`src/rtl/core/wsd_pkg.sv`:
```
package wsd_pkg;

  localparam logic [2:0] PH_HDR0    = 3'd0;
  localparam logic [2:0] PH_HDR1    = 3'd1;
  localparam logic [2:0] PH_EXTLEN  = 3'd2;
  localparam logic [2:0] PH_KEY     = 3'd3;
  localparam logic [2:0] PH_PAYLOAD = 3'd4;
  localparam logic [2:0] PH_DEAD    = 3'd5;

  localparam logic [2:0] ST_FRAGMENT = 3'd0;
  localparam logic [2:0] ST_COMPLETE = 3'd1;
  localparam logic [2:0] ST_CLOSE    = 3'd2;
  localparam logic [2:0] ST_PING     = 3'd3;
  localparam logic [2:0] ST_PONG     = 3'd4;
  localparam logic [2:0] ST_ERROR    = 3'd5;

  localparam logic [3:0] OP_CONT   = 4'h0;
  localparam logic [3:0] OP_TEXT   = 4'h1;
  localparam logic [3:0] OP_BINARY = 4'h2;
  localparam logic [3:0] OP_CLOSE  = 4'h8;
  localparam logic [3:0] OP_PING   = 4'h9;
  localparam logic [3:0] OP_PONG   = 4'hA;

  localparam logic [6:0] LEN_CTRL_MAX = 7'd125;
  localparam logic [6:0] LEN_EXT16    = 7'd126;
  localparam logic [6:0] LEN_EXT64    = 7'd127;

  typedef struct packed {
    logic       has_byte;
    logic [7:0] payload_data;
    logic       frame_end;
    logic [2:0] frame_status;
    logic       binary_message;
  } wsd_result_t;

  function automatic logic [2:0] end_code(input logic [3:0] opcode, input logic fin);
    logic [2:0] code;
    code = fin ? ST_COMPLETE : ST_FRAGMENT;
    if (opcode == OP_CLOSE) code = ST_CLOSE;
    if (opcode == OP_PING)  code = ST_PING;
    if (opcode == OP_PONG)  code = ST_PONG;
    return code;
  endfunction

endpackage

```
`src/rtl/core/wsd_out_reg.sv`:
```
module wsd_out_reg import wsd_pkg::*; (
  input  logic        clk,
  input  logic        rst,
  input  logic        load,
  input  wsd_result_t load_result,
  output logic        load_ready,
  output logic        m_tvalid,
  input  logic        m_tready,
  output wsd_result_t result
);

  logic valid;

  assign load_ready = !valid || m_tready;
  assign m_tvalid   = valid;

  always_ff @(posedge clk) begin
    if (rst) begin
      valid <= 1'b0;
    end else if (load) begin
      valid <= 1'b1;
    end else if (m_tready) begin
      valid <= 1'b0;
    end
  end

  always_ff @(posedge clk) begin
    if (load) begin
      result <= load_result;
    end
  end

endmodule

```
`src/rtl/core/websocket_frame_deframer.sv`:
```
// WebSocket receive deframer. Takes one frame-stream byte per transaction and can accept a byte
// every cycle while s_tready is high; each byte is parsed by the header/payload state
// register in the cycle it is accepted and its result, if any, appears in the output register
// on the next cycle. s_tready is high whenever the output register is empty or being drained.
// Header bytes give no result, except an empty frame ending on its last header byte; each
// payload byte gives one result with the unmasked byte, and the last one also carries tlast
// and the frame status. A fragmentation violation or an oversized control frame gives one
// error result, after which all input is swallowed without results until rst.
module websocket_frame_deframer import wsd_pkg::*; (
  input  logic       clk,
  input  logic       rst,
  input  logic       s_tvalid,
  output logic       s_tready,
  input  logic [7:0] s_tdata,   // [7:0] rx_byte
  output logic       m_tvalid,
  input  logic       m_tready,
  output logic [7:0] m_tdata,   // [7:0] payload_data
  output logic       m_tlast,   // frame_end
  output logic [4:0] m_tuser    // [0] has_byte, [3:1] frame_status, [4] binary_message
);

  logic [2:0]  phase, phase_next;
  logic        final_flag, final_flag_next;
  logic [3:0]  opcode, opcode_next;
  logic        masked, masked_next;
  logic [63:0] len, len_next;
  logic [2:0]  hcnt, hcnt_next;
  logic [31:0] key, key_next;
  logic [1:0]  mpos, mpos_next;
  logic        in_frag, in_frag_next;
  logic        bin, bin_next;

  logic        s_fire;
  logic        res_valid;
  wsd_result_t res;
  wsd_result_t out_res;
  logic [7:0]  key_byte;
  logic [63:0] len_shift;
  logic        hdr_ok;

  assign s_fire = s_tvalid && s_tready;

  always_comb begin
    unique case (mpos)
      2'd0: key_byte = key[31:24];
      2'd1: key_byte = key[23:16];
      2'd2: key_byte = key[15:8];
      2'd3: key_byte = key[7:0];
    endcase
  end

  assign len_shift = {len[55:0], s_tdata};
  assign hdr_ok = in_frag ? (s_tdata[3:0] == OP_CONT)
                          : (s_tdata[7] || (s_tdata[3:0] != OP_CONT));

  always_comb begin
    phase_next      = phase;
    final_flag_next = final_flag;
    opcode_next     = opcode;
    masked_next     = masked;
    len_next        = len;
    hcnt_next       = hcnt;
    key_next        = key;
    mpos_next       = mpos;
    in_frag_next    = in_frag;
    bin_next        = bin;
    res_valid       = 1'b0;
    res             = '0;
    res.binary_message = bin;

    unique case (phase)
      PH_HDR0: begin
        if (!hdr_ok) begin
          phase_next       = PH_DEAD;
          res_valid        = 1'b1;
          res.frame_end    = 1'b1;
          res.frame_status = ST_ERROR;
        end else begin
          final_flag_next = s_tdata[7];
          opcode_next     = s_tdata[3:0];
          if (s_tdata[3:0] == OP_TEXT)   bin_next = 1'b0;
          if (s_tdata[3:0] == OP_BINARY) bin_next = 1'b1;
          phase_next = PH_HDR1;
        end
      end
      PH_HDR1: begin
        masked_next = s_tdata[7];
        if (opcode[3] && (s_tdata[6:0] > LEN_CTRL_MAX)) begin
          phase_next       = PH_DEAD;
          res_valid        = 1'b1;
          res.frame_end    = 1'b1;
          res.frame_status = ST_ERROR;
        end else begin
          key_next  = '0;
          mpos_next = '0;
          len_next  = '0;
          if (s_tdata[6:0] == LEN_EXT16 || s_tdata[6:0] == LEN_EXT64) begin
            hcnt_next  = (s_tdata[6:0] == LEN_EXT16) ? 3'd1 : 3'd7;
            phase_next = PH_EXTLEN;
          end else begin
            len_next = {57'd0, s_tdata[6:0]};
            if (s_tdata[7]) begin
              phase_next = PH_KEY;
              hcnt_next  = 3'd3;
            end else if (s_tdata[6:0] == 7'd0) begin
              in_frag_next     = !final_flag;
              phase_next       = PH_HDR0;
              res_valid        = 1'b1;
              res.frame_end    = 1'b1;
              res.frame_status = end_code(opcode, final_flag);
            end else begin
              phase_next = PH_PAYLOAD;
            end
          end
        end
      end
      PH_EXTLEN: begin
        len_next = len_shift;
        if (hcnt != 3'd0) begin
          hcnt_next = hcnt - 3'd1;
        end else if (masked) begin
          phase_next = PH_KEY;
          hcnt_next  = 3'd3;
        end else if (len_shift == 64'd0) begin
          in_frag_next     = !final_flag;
          phase_next       = PH_HDR0;
          res_valid        = 1'b1;
          res.frame_end    = 1'b1;
          res.frame_status = end_code(opcode, final_flag);
        end else begin
          phase_next = PH_PAYLOAD;
        end
      end
      PH_KEY: begin
        key_next = {key[23:0], s_tdata};
        if (hcnt != 3'd0) begin
          hcnt_next = hcnt - 3'd1;
        end else if (len == 64'd0) begin
          in_frag_next     = !final_flag;
          phase_next       = PH_HDR0;
          res_valid        = 1'b1;
          res.frame_end    = 1'b1;
          res.frame_status = end_code(opcode, final_flag);
        end else begin
          phase_next = PH_PAYLOAD;
        end
      end
      PH_PAYLOAD: begin
        mpos_next        = mpos + 2'd1;
        len_next         = len - 64'd1;
        res_valid        = 1'b1;
        res.has_byte     = 1'b1;
        res.payload_data = s_tdata ^ key_byte;
        if (len == 64'd1) begin
          in_frag_next     = !final_flag;
          phase_next       = PH_HDR0;
          res.frame_end    = 1'b1;
          res.frame_status = end_code(opcode, final_flag);
        end
      end
      default: begin
        phase_next = PH_DEAD;
      end
    endcase
  end

  always_ff @(posedge clk) begin
    if (rst) begin
      phase      <= PH_HDR0;
      final_flag <= 1'b0;
      opcode     <= OP_CONT;
      masked     <= 1'b0;
      len        <= '0;
      hcnt       <= '0;
      key        <= '0;
      mpos       <= '0;
      in_frag    <= 1'b0;
      bin        <= 1'b0;
    end else if (s_fire) begin
      phase      <= phase_next;
      final_flag <= final_flag_next;
      opcode     <= opcode_next;
      masked     <= masked_next;
      len        <= len_next;
      hcnt       <= hcnt_next;
      key        <= key_next;
      mpos       <= mpos_next;
      in_frag    <= in_frag_next;
      bin        <= bin_next;
    end
  end

  wsd_out_reg u_out_reg (
    .clk         (clk),
    .rst         (rst),
    .load        (s_fire && res_valid),
    .load_result (res),
    .load_ready  (s_tready),
    .m_tvalid    (m_tvalid),
    .m_tready    (m_tready),
    .result      (out_res)
  );

  assign m_tdata = out_res.payload_data;
  assign m_tlast = out_res.frame_end;
  assign m_tuser = {out_res.binary_message, out_res.frame_status, out_res.has_byte};

endmodule

```
`config.mk`:
```
export PLATFORM = sky130hd
export DESIGN_NAME = websocket_frame_deframer
export DESIGN_NICKNAME = d
export VERILOG_FILES = /design/src/rtl/core/wsd_pkg.sv /design/src/rtl/core/wsd_out_reg.sv /design/src/rtl/core/websocket_frame_deframer.sv
export SDC_FILE = /design/constraint.sdc
export NUM_CORES = 1
export LEC_CHECK = 0
export BUFFER_PORTS_ARGS = -buffer_cell sky130_fd_sc_hd__buf_2
export CELL_PAD_IN_SITES_DETAIL_PLACEMENT = 1
export CELL_PAD_IN_SITES_GLOBAL_PLACEMENT = 1
export CORE_MARGIN = 2
export CORE_UTILIZATION = 40
export CTS_CLUSTER_DIAMETER = 100
export CTS_CLUSTER_SIZE = 28
export DETAILED_ROUTE_END_ITERATION = 10
export GPL_TIMING_DRIVEN = 1
export PLACE_DENSITY = 0.76
export SETUP_SLACK_MARGIN = 0.5
export SYNTH_ARGS = -nofsm -noshare
export SYNTH_HDL_FRONTEND = slang
export SYNTH_SLANG_ARGS = --single-unit
```
`constraint.sdc`:
```
create_clock -name clk -period 4 [get_ports clk]
set_clock_uncertainty 0.05 [all_clocks]
set_input_delay 0.6 -clock clk [delete_from_list [all_inputs] [get_ports clk]]
set_output_delay 0.6 -clock clk [all_outputs]
set_load 0.1 [all_outputs]
```
==> results.sh, run 1 <==
export IMPL_synth_fa_ha_area_share_pct=1.42
export IMPL_antenna_found_initial=0
export IMPL_fin_hold_ws_ns=0.403
export IMPL_cts_sinks=127
export IMPL_timing_slew_headroom_pct=31.8
export IMPL_critPathRequiredTime_ns=4.07
export IMPL_hold_viol=0
export IMPL_cp_endpoint="u_out_reg.result[0]$_DFFE_PP_"
export IMPL_min_from="key[30]$_SDFFE_PP0P_"
export IMPL_synth_seq_area_share_pct=38.0
export IMPL_synth_compound_gate_area_share_pct=25.5
export IMPL_netlist_area_mm2=0.00706
export IMPL_yosys_area_share_simple_pct=27.6
export IMPL_wire_per_inst_um=19.9
export IMPL_p_leak_nw=2.73
export IMPL_initialDrtViolationCount=674
export IMPL_powerDensity_mw_per_mm2=541
export IMPL_layout_cells_non_filler=1156
export IMPL_path_delay_family="simple AND/OR/NAND/NOR gates"
export IMPL_clkPwrFrac_pct=39.1
export IMPL_yosysWarnings=0
export IMPL_final_antenna_net_count=0
export IMPL_seq_power_share_pct=32.7
export IMPL_synth_seq_cells=127
export IMPL_synth_edf_count=14
export IMPL_synthFlopType="dfxtp_1"
export IMPL_r2r_end="u_out_reg.result[0]$_DFFE_PP_"
export IMPL_setup_tns_ns=0
export IMPL_drc_errors=0
export IMPL_worstSetupPathType="flop to flop"
export IMPL_crit_buf_inv=1
export IMPL_p_sw_mw=1.57
export IMPL_p_int_mw=2.75
export IMPL_synth_cell_types=68
export IMPL_area_delta_synth_final_pct=13.0
export IMPL_coreArea_mm2=0.0173
export IMPL_synth_top_family_by_area="simple AND/OR/NAND/NOR gates"
export IMPL_clock_fmax_ghz=0.323
export IMPL_rows=48
export IMPL_r2r_slack_ns=0.90
export IMPL_crit_chain="or4_1 > nor3_2 > nand2_1 > nor4_2 > nor4b_1 > nor3_1 > nor2_1 > buf_4"
export IMPL_synthArstFlopShare_pct=0
export IMPL_dpl_worst_slack_ns=0.945
export IMPL_cts_buffers=17
export IMPL_cts_max_level=4
export IMPL_synth_top_area_share_pct=32.0
export IMPL_gp_congestion=0.892
export IMPL_synthXorXnorAreaFrac_pct=1.61
export IMPL_vias=7133
export IMPL_rsz0062_at_grt="false"
export IMPL_arrival_ns=3.17
export IMPL_finalWorstSetupSlack_ns=0.904
export IMPL_fill_cells=2124
export IMPL_hpwlAfterDp_mm=15.0
export IMPL_comb_power_share_pct=28.3
export IMPL_postCtsSetupRepairBufs=0
export IMPL_switching_share_pct=36.4
export IMPL_die_x_um=137
export IMPL_yosysMostFrequentCell="nand2_1"
export IMPL_overflow=0
export IMPL_viasPerCell=6.17
export IMPL_cts_root_buffer_cell="clkbuf_16"
export IMPL_outcome="finished, final reports clean"
export IMPL_post_route_period_util_pct=77.4
export IMPL_ctsResizeCount=0
export IMPL_holdBufCountCts=0
export IMPL_critPathCaptureType="flop"
export IMPL_nets=938
export IMPL_cp_max_fo=14
export IMPL_ys_top_cells_by_count="nand2_1, dfxtp_1, a21oi_1, nor2_1, o21ai_0"
export IMPL_ios=28
export IMPL_initial_core_util_pct=40.8
export IMPL_yosys_area_top_type="dfxtp_1"
export IMPL_firstDrtPassIters=6
export IMPL_dp_cells=1124
export IMPL_worst_setup_path_start_kind="flop"
export IMPL_track_usage_pct=25.5
export IMPL_hold_path_class="flop to flop"
export IMPL_r2r_cells=8
export IMPL_diodes=0
export IMPL_avgSynthCellArea_um2=7.58
export IMPL_peakVddDrop_mv=0.288
export IMPL_grt_pass1_wl_mm=37.8
export IMPL_syn_num_nets=952
export IMPL_cts_tree="done"
export IMPL_synth_area_mux_share_pct=1.33
export IMPL_grt_pass1_vias=7062
export IMPL_die_area_mm2=0.0187
export IMPL_clk_latency_ns=0.43
export IMPL_max_stage_delay_ns=0.62
export IMPL_drt_wl_total_mm=23.0
export IMPL_min_period_ns=3.10
export IMPL_io_buffers=27
export IMPL_cp_num_cells=8
export IMPL_worstMarginPinSlew_ns=1.01
export IMPL_synth_top_cells_by_area="dfxtp_1, a21oi_1, nand2_1"
export IMPL_setup_violations=0
export IMPL_drive_gt1_share_pct=10.4
export IMPL_startpoint="len[47]$_SDFFE_PP0P_"
export IMPL_clkSlewWorstSetupHoldPaths_ns=0.06
export IMPL_grt_max_degree=73
export IMPL_syn_instance_count=932
export IMPL_clk_path_buf_depth=2
export IMPL_dieHeight_um=137
export IMPL_maxCapViolCount=0
export IMPL_crit_slowest_cell="or4_1"
export IMPL_r2r_start="len[47]$_SDFFE_PP0P_"
export IMPL_finalMaxSlewViolations=0
-- metal layers --
metal  GRT usage (%)  share of wire, %  vias to the layer above
met4            7.22               1.7                        0
met2            40.4                46                      190
li1                -                 -                     3384
met1            35.5                48                     3530
met5               0                 0                        -
met3            4.70               4.5                       29
-- kinds of logic after synthesis --
kind of cell | count (synthesis)
DFF | 127
AOI/OAI and AO/OA | 291
adders and majority gates | 8
xor gates and xnor gates | 13
muxes | 9
and+or+nand+nor | 400
buffers and inverters | 84
-- cells in the final DEF, fill, tap and decap left out, types with 7 or more instances in the layout --
master / count
a21oi_1: 105
a222oi_1: 8
a22oi_1: 15
a31oi_1: 7
a32o_1: 10
a32oi_1: 8
and3_1: 9
buf_2: 26
buf_4: 15
clkbuf_16: 17
dfxtp_1: 113
edfxtp_1: 14
ha_1: 8
inv_1: 9
nand2_1: 122
nand2b_1: 12
nand3_1: 48
nor2_1: 102
nor2b_1: 9
nor3_1: 29
nor4_1: 13
o211ai_1: 7
o21ai_0: 75
o22ai_1: 7
o31ai_1: 7
or3_1: 9
xnor2_1: 12
-- worst reg2reg max path: stages (launching register included) --
cell and delay [ns]:
dfxtp_1 0.38, or4_1 0.62, nor3_2 0.27, nand2_1 0.22, nor4_2 0.47, nor4b_1 0.31
nor3_1 0.12, nor2_1 0.12, buf_4 0.23
-- power by group through the flow --
| stage | registers (mW) | clock network (mW) | logic, mW |
|---|---|---|---|
| 2_1_floorplan | 1.49 | 0 | 0.826 |
| 3_3_place_gp | 1.43 | 0 | 1.18 |
| 3_5_place_dp | 1.43 | 0 | 1.19 |
| 4_1_cts | 1.41 | 1.70 | 1.20 |
| 5_1_grt | 1.42 | 1.76 | 1.33 |
| 6_report | 1.41 | 1.69 | 1.22 |
-- final cells by class --
cell class / count / area (µm²) / area share, %
Multi-Input combinational cell: 721 / 4080 / 51.2
Sequential cell: 127 / 2680 / 33.6
Clock buffer: 17 / 425 / 5.33
Tap cell: 225 / 282 / 3.53
Timing Repair Buffer: 42 / 263 / 3.29
Clock inverter: 15 / 208 / 2.60
Inverter: 9 / 33.8 / 0.424
-- stage by stage --
step	utilization [%]	total power, mW	cell area, µm²
global route	46.1	4.51	7980
floorplan	-	2.31	7060
detailed placement	42.5	2.62	7340
global placement	42.5	2.61	7340
finish	46.1	4.32	7980
CTS	46.1	4.31	7980
-- registers in the layout, indices dropped and copies added, names as in the netlist --
register            cells
mpos                    2
u_out_reg.m_tvalid      1
key                    32
masked                  1
len                    64
bin                     1
hcnt                    3
opcode                  4
in_frag                 1
u_out_reg.result       14
final_flag              1
phase                   3
-- worst min path at each step --
| stage | endpoint | slack [ns] | cells past startpoint |
|---|---|---|---|
| global placement | key[31]$_SDFFE_PP0P_ | 0.39 | 2 |
| global route | key[28]$_SDFFE_PP0P_ | 0.43 | 2 |
| CTS | key[26]$_SDFFE_PP0P_ | 0.40 | 2 |
| detailed placement | key[26]$_SDFFE_PP0P_ | 0.40 | 2 |
| finish | key[30]$_SDFFE_PP0P_ | 0.40 | 2 |
| floorplan | u_out_reg.result[0]$_DFFE_PP_ | 0.38 | 0 |
Note: power is estimated with default switching activity, not from simulation.
==> inputs of run 2 (changes only) <==
--- a/config.mk
+++ b/config.mk
@@ -14,7 +14,7 @@
 export CTS_CLUSTER_SIZE = 28
 export DETAILED_ROUTE_END_ITERATION = 10
 export GPL_TIMING_DRIVEN = 1
-export PLACE_DENSITY = 0.76
+export PLACE_DENSITY = 0.78
 export SETUP_SLACK_MARGIN = 0.5
 export SYNTH_ARGS = -nofsm -noshare
 export SYNTH_HDL_FRONTEND = slang
==> constraint.sdc (replaced) <==
create_clock -name clk -period 2.48 [get_ports clk]
set_clock_uncertainty 0.05 [all_clocks]
set_input_delay 0.372 -clock clk [delete_from_list [all_inputs] [get_ports clk]]
set_output_delay 0.372 -clock clk [all_outputs]
set_load 0.1 [all_outputs]
==> results.sh, run 2 (synthesis results as in run 1) <==
export IMPL_fill_cells=1986
export IMPL_initial_core_util_pct=40.8
export IMPL_final_area_mm2=0.0102
export IMPL_dieHeight_um=137
export IMPL_arrival_ns=3.51
export IMPL_worst_setup_path_start_kind="flop"
export IMPL_viasPerCell=6.93
export IMPL_clock_fmax_ghz=0.303
export IMPL_hold_path_class="input port to flop"
export IMPL_hold_viol=0
export IMPL_vias=8937
export IMPL_critPathCaptureType="flop"
export IMPL_largest_register="len"
export IMPL_cts_root_buffer_cell="clkbuf_16"
export IMPL_gp_congestion=0.874
export IMPL_overflow=0
export IMPL_clk_latency_ns=0.46
export IMPL_clk_path_buf_depth=2
export IMPL_final_antenna_net_count=0
export IMPL_setup_tns_ns=-7.96
export IMPL_setup_violations=47
export IMPL_cp_max_fo=5
export IMPL_rows=48
export IMPL_peakVddDrop_mv=0.668
export IMPL_cts_buffers=17
export IMPL_largest_reg_flops=64
export IMPL_holdBufCountCts=0
export IMPL_violations="negative setup slack"
export IMPL_track_usage_pct=31.3
export IMPL_drt_wl_total_mm=38.0
export IMPL_grt_pass1_wl_mm=45.3
export IMPL_area_delta_synth_final_pct=43.7
export IMPL_timing_slew_headroom_pct=29.4
export IMPL_worstSetupPathType="flop to flop"
export IMPL_rsz0062_at_grt="true"
export IMPL_drive_gt1_share_pct=35.9
export IMPL_final_cell_mix="nand2_1, buf_4, dfxtp_1"
export IMPL_grt_max_degree=52
export IMPL_grt_pass1_vias=8357
export IMPL_p_leak_nw=3.68
export IMPL_coreArea_mm2=0.0173
export IMPL_post_route_period_util_pct=133
export IMPL_cts_tree="done"
export IMPL_drc_errors=0
export IMPL_cts_sinks=127
export IMPL_nets=1070
export IMPL_clkSlewWorstSetupHoldPaths_ns=0.07
export IMPL_die_area_mm2=0.0187
export IMPL_layout_commonest_cell="nand2_1"
export IMPL_reg_largest_list="len: 64 flops, key: 32 flops, u_out_reg.result: 14 flops"
export IMPL_firstDrtPassIters=6
export IMPL_io_buffers=27
export IMPL_maxCapViolCount=0
export IMPL_placedInstanceArea_mm2=0.00824
export IMPL_critPathRequiredTime_ns=2.69
export IMPL_powerDensity_mw_per_mm2=881
export IMPL_outcome="complete, but fails checks"
export IMPL_finalWorstSetupSlack_ns=-0.819
export IMPL_wire_per_inst_um=29.5
export IMPL_min_period_ns=3.30
export IMPL_ios=28
export IMPL_cts_max_level=4
export IMPL_finalMaxSlewViolations=0
export IMPL_antenna_found_initial=6
export IMPL_hpwlAfterDp_mm=17.4
export IMPL_worstMarginPinSlew_ns=1.05
export IMPL_initialDrtViolationCount=1217
export IMPL_die_x_um=137
[run 2: cell types whose count changed in the layout (fill, tap and decap cells not counted), sizes merged]
| cell | previous run | this run |
|---|---|---|
| clkbuf | 17 | 22 |
| clkinvlp | 1 | 4 |
| inv | 14 | 11 |
| buf | 42 | 172 |
| bufinv | 4 | 1 |
| diode | 0 | 2 |
[run 2: area by class of cell]
type | instances | area (µm²) | share of cell area, %
flip-flops and latches | 127 | 2710 | 26.7
clock buffers | 20 | 479 | 4.72
multi-input cells | 721 | 5000 | 49.2
inverters | 9 | 38.8 | 0.382
repair buffers | 174 | 1530 | 15.1
clock inverters | 12 | 106 | 1.05
well taps | 225 | 282 | 2.77
diodes | 2 | 5.00 | 0.0493
[run 2: stage by stage]
stage	util, %	hold slack [ns]	worst slack (ns)	total power, mW	instances
after floorplan	-	0.380	-0.0413	3.89	932
after global placement	47.6	0.391	-0.0268	4.74	1211
after detailed placement	47.6	0.397	-0.0985	4.80	1211
after CTS	53.7	0.183	-0.0887	7.74	1260
after global routing	58.7	0.209	-0.757	9.17	1288
final	58.7	0.205	-0.819	8.94	1290
[run 2: routing by layer]
layer	global-route usage, %	part of all wire [%]	vias to the layer above
met5	0	0.055	-
met4	19.0	8.1	4
met3	8.04	11	311
met2	51.5	46	664
met1	36.6	35	4311
li1	-	-	3647
[run 2: critical path: stages (launching register included)]
cell	delay, ns
dfxtp_1	0.35
or4_4	0.53
nor4b_4	0.22
buf_4	0.18
buf_4	0.11
buf_6	0.11
nand3_4	0.09
buf_12	0.16
buf_4	0.14
nor4_4	0.18
a21oi_1	0.09
o31ai_1	0.88
[run 2: repair_timing]
item | CTS | global route
pin swaps | 34 | 74
endpoints found under the setup margin | 92 | 111
setup buffers | 17 | 26
gates resized for setup | 84 | 150
cloned | 0 | 2
[run 2: path summary, 6_finish.rpt]
kind / from / endpoint / slack, ns / cells past startpoint
min reg2reg: key[26]$_SDFFE_PP0P_ / key[26]$_SDFFE_PP0P_ / 0.40 / 2
max reg2reg: len[28]$_SDFFE_PP0P_ / len[51]$_SDFFE_PP0P_ / -0.82 / 11
min: s_tvalid / u_out_reg.m_tvalid$_SDFFE_PP0P_ / 0.20 / 3
max: len[28]$_SDFFE_PP0P_ / len[51]$_SDFFE_PP0P_ / -0.82 / 11
[run 2: power by group]
group / internal [mW] / switching [mW] / total, mW
combinational: 1.62 / 2.42 / 4.04
clock: 1.50 / 1.10 / 2.60
sequential: 2.18 / 0.131 / 2.31
total: 5.29 / 3.66 / 8.94
==> inputs of run 3 (changes only) <==
--- a/config.mk
+++ b/config.mk
@@ -14,8 +14,9 @@
 export CTS_CLUSTER_SIZE = 28
 export DETAILED_ROUTE_END_ITERATION = 10
 export GPL_TIMING_DRIVEN = 1
-export PLACE_DENSITY = 0.78
+export PLACE_DENSITY = 0.77
 export SETUP_SLACK_MARGIN = 0.5
 export SYNTH_ARGS = -nofsm -noshare
 export SYNTH_HDL_FRONTEND = slang
+export SYNTH_HIERARCHICAL = 1
 export SYNTH_SLANG_ARGS = --single-unit
==> results.sh, run 3 <==
export IMPL_switching_share_pct=48.7
export IMPL_wire_per_inst_um=36.3
export IMPL_final_cell_mix="buf_4, nor2_1, dfxtp_1"
export IMPL_synth_seq_area_share_pct=36.9
export IMPL_hpwlAfterDp_mm=18.8
export IMPL_synth_seq_cells=127
export IMPL_clkPwrFrac_pct=17.1
export IMPL_overflow=0
export IMPL_path_delay_family="simple AND/OR/NAND/NOR gates"
export IMPL_dpl_worst_slack_ns=0.0457
export IMPL_syn_instance_count=902
export IMPL_yosysWarnings=6
export IMPL_synthFlopType="dfxtp_1"
export IMPL_vias=10200
export IMPL_timing_slew_headroom_pct=38.5
export IMPL_coreArea_mm2=0.0179
export IMPL_synthArstFlopShare_pct=0
export IMPL_grt_pass1_wl_mm=57.7
export IMPL_top_usage_layer="met2"
export IMPL_grt_use_met1_pct=44.6
export IMPL_syn_num_nets=922
export IMPL_worstMarginPinSlew_ns=0.923
export IMPL_min_period_ns=2.92
export IMPL_largest_register="len"
export IMPL_critPathRequiredTime_ns=2.74
export IMPL_holdPathStages=2
export IMPL_initial_core_util_pct=40.6
export IMPL_peakVddDrop_mv=1.02
export IMPL_synth_cell_types=77
export IMPL_fill_cells=1876
export IMPL_fin_hold_ws_ns=0.156
export IMPL_critPathCaptureType="flop"
export IMPL_yosys_area_top_type="dfxtp_1"
export IMPL_clk_path_buf_depth=2
export IMPL_p_leak_nw=4.50
export IMPL_cp_max_fo=5
export IMPL_cts_sinks=127
export IMPL_dp_cells=1200
export IMPL_crit_slowest_cell="nor4_4"
export IMPL_maxCapViolCount=0
export IMPL_io_buffers=27
export IMPL_final_area_mm2=0.0117
export IMPL_postLayoutCoreUtil_pct=65.3
export IMPL_clock_fmax_ghz=0.342
export IMPL_crit_buf_inv=3
export IMPL_yosysMostFrequentCell="nor2_1"
export IMPL_rows=49
export IMPL_avgSynthCellArea_um2=8.07
export IMPL_powerDensity_mw_per_mm2=1410
export IMPL_drc_errors=0
export IMPL_cts_max_level=4
export IMPL_drive_gt1_share_pct=47.5
export IMPL_p_int_mw=8.48
export IMPL_p_sw_mw=8.04
export IMPL_hold_path_class="input port to flop"
export IMPL_cp_num_cells=9
export IMPL_violations="negative setup slack"
export IMPL_setup_tns_ns=-6.15
export IMPL_r2r_cells=9
export IMPL_layout_commonest_cell="buf_4"
export IMPL_largest_reg_flops=64
export IMPL_reg_largest_list="len: 64 flops, key: 32 flops, u_out_reg/result: 14 flops"
export IMPL_netlist_area_mm2=0.00728
export IMPL_synth_top_cells_by_area="dfxtp_1, nor2_1, edfxtp_1"
export IMPL_rsz0062_at_grt="true"
export IMPL_placedInstanceArea_mm2=0.00853
export IMPL_comb_power_share_pct=67.3
export IMPL_initialDrtViolationCount=1366
export IMPL_outcome="complete, but fails checks"
export IMPL_post_route_period_util_pct=118
export IMPL_dieHeight_um=139
export IMPL_die_area_mm2=0.0193
export IMPL_gp_congestion=0.919
export IMPL_area_delta_synth_final_pct=60.7
export IMPL_crit_chain="buf_6 > nor4_4 > nand3_4 > nor4_4 > buf_4 > buf_6 > nand4_1 > mux2i_1 > o22ai_1"
export IMPL_antenna_found_initial=0
export IMPL_track_usage_pct=38.3
export IMPL_cts_buffers=17
export IMPL_use_met2_pct=61.3
export IMPL_viasPerCell=7.57
export IMPL_ios=28
export IMPL_power_total_mw=16.5
export IMPL_synth_edf_count=14
export IMPL_finalWorstSetupSlack_ns=-0.441
export IMPL_die_x_um=139
export IMPL_worst_setup_path_start_kind="flop"
export IMPL_final_antenna_net_count=0
export IMPL_hold_viol=0
export IMPL_seq_power_share_pct=15.6
export IMPL_clk_latency_ns=0.47
export IMPL_grt_pass1_vias=9692
export IMPL_max_stage_delay_ns=0.46
export IMPL_layout_cells_non_filler=1349
export IMPL_nets=1127
export IMPL_clkSlewWorstSetupHoldPaths_ns=0.08
export IMPL_setup_violations=50
export IMPL_cts_tree="done"
export IMPL_arrival_ns=3.18
export IMPL_synth_top_area_share_pct=31.1
export IMPL_worstSetupPathType="flop to flop"
export IMPL_finalMaxSlewViolations=0
export IMPL_drt_wl_total_mm=48.9
export IMPL_use_met3_pct=11.3
export IMPL_grt_max_degree=53
export IMPL_firstDrtPassIters=6
export IMPL_cts_root_buffer_cell="clkbuf_16"
export IMPL_ys_top_cells_by_count="nor2_1, dfxtp_1, o21ai_0, nand2_1, a21oi_1"
export IMPL_diodes=0
[run 3: cell count changes after synthesis, moves of 12 or more]
cell | before | now
nand3_1 | 48 | 23
nor2_1 | 104 | 132
clkbuf_1 | 68 | 53
nand2_1 | 123 | 66
inv_1 | 9 | 22
a21oi_1 | 105 | 55
a22oi_1 | 15 | 48
nor3_1 | 29 | 41
[run 3: cell families (layout without fill, tap and decap cells)]
| group | count (synthesis) | count (layout) | share of synthesized area [%] |
|---|---|---|---|
| buffers and inverters | 92 | 310 | 5.49 |
| AND/OR/NAND/NOR | 366 | 366 | 26.7 |
| AO/OA/AOI/OAI | 285 | 285 | 26.4 |
| multiplexers | 14 | 14 | 1.96 |
| flip-flops | 127 | 127 | 36.9 |
| adder cells (fa/ha/maj) | 8 | 8 | 1.38 |
| XOR/XNOR | 10 | 10 | 1.20 |
[run 3: worst register-to-register path, delay by kind of cell, from the launching register on]
kind                   cells  cell delay (ns)
buffers and inverters      3             0.45
DFF                        1             0.38
muxes                      1             0.24
AOI/OAI and AO/OA          1             0.42
and+or+nand+nor            4             1.24
[run 3: area by class of cell]
class / count / area (µm²) / area share (%)
Multi-Input combinational cell: 683 / 5600 / 47.9
Sequential cell: 127 / 2720 / 23.3
Timing Repair Buffer: 255 / 2370 / 20.3
Clock buffer: 17 / 425 / 3.64
Tap cell: 229 / 287 / 2.45
Clock inverter: 15 / 185 / 1.58
Inverter: 23 / 106 / 0.910
[run 3: repair_timing]
| item | CTS | global route |
|---|---|---|
| pin swaps | 70 | 91 |
| gates resized for setup | 153 | 215 |
| gates cloned | 4 | 2 |
| hold buffers | 0 | 0 |
| setup buffers | 66 | 45 |
| setup endpoints to repair | 88 | 130 |
[run 3: per-layer routing]
metal,vias to the layer above,routed length (µm)
met5,-,0
met4,0,4720
met3,454,5920
met2,1039,21500
met1,4904,16800
li1,3811,-
[run 3: final timing paths]
check | from | to | slack, ns
worst max-delay path | len[1]$_SDFFE_PP0P_ | len[59]$_SDFFE_PP0P_ | -0.44
worst max register to register | len[1]$_SDFFE_PP0P_ | len[59]$_SDFFE_PP0P_ | -0.44
worst min register to register | bin$_SDFFE_PP0P_ | u_out_reg/result[0]$_DFFE_PP_ | 0.45
worst min-delay path | rst | u_out_reg/m_tvalid$_SDFFE_PP0P_ | 0.16
[run 3: power by group through the flow]
stage | logic (mW) | clock network (mW) | registers (mW)
floorplan | 3.30 | 0 | 2.86
global placement | 5.36 | 0 | 2.52
detailed placement | 5.48 | 0 | 2.53
CTS | 7.62 | 2.70 | 2.50
global route | 11.2 | 2.88 | 2.59
finish | 11.1 | 2.82 | 2.58
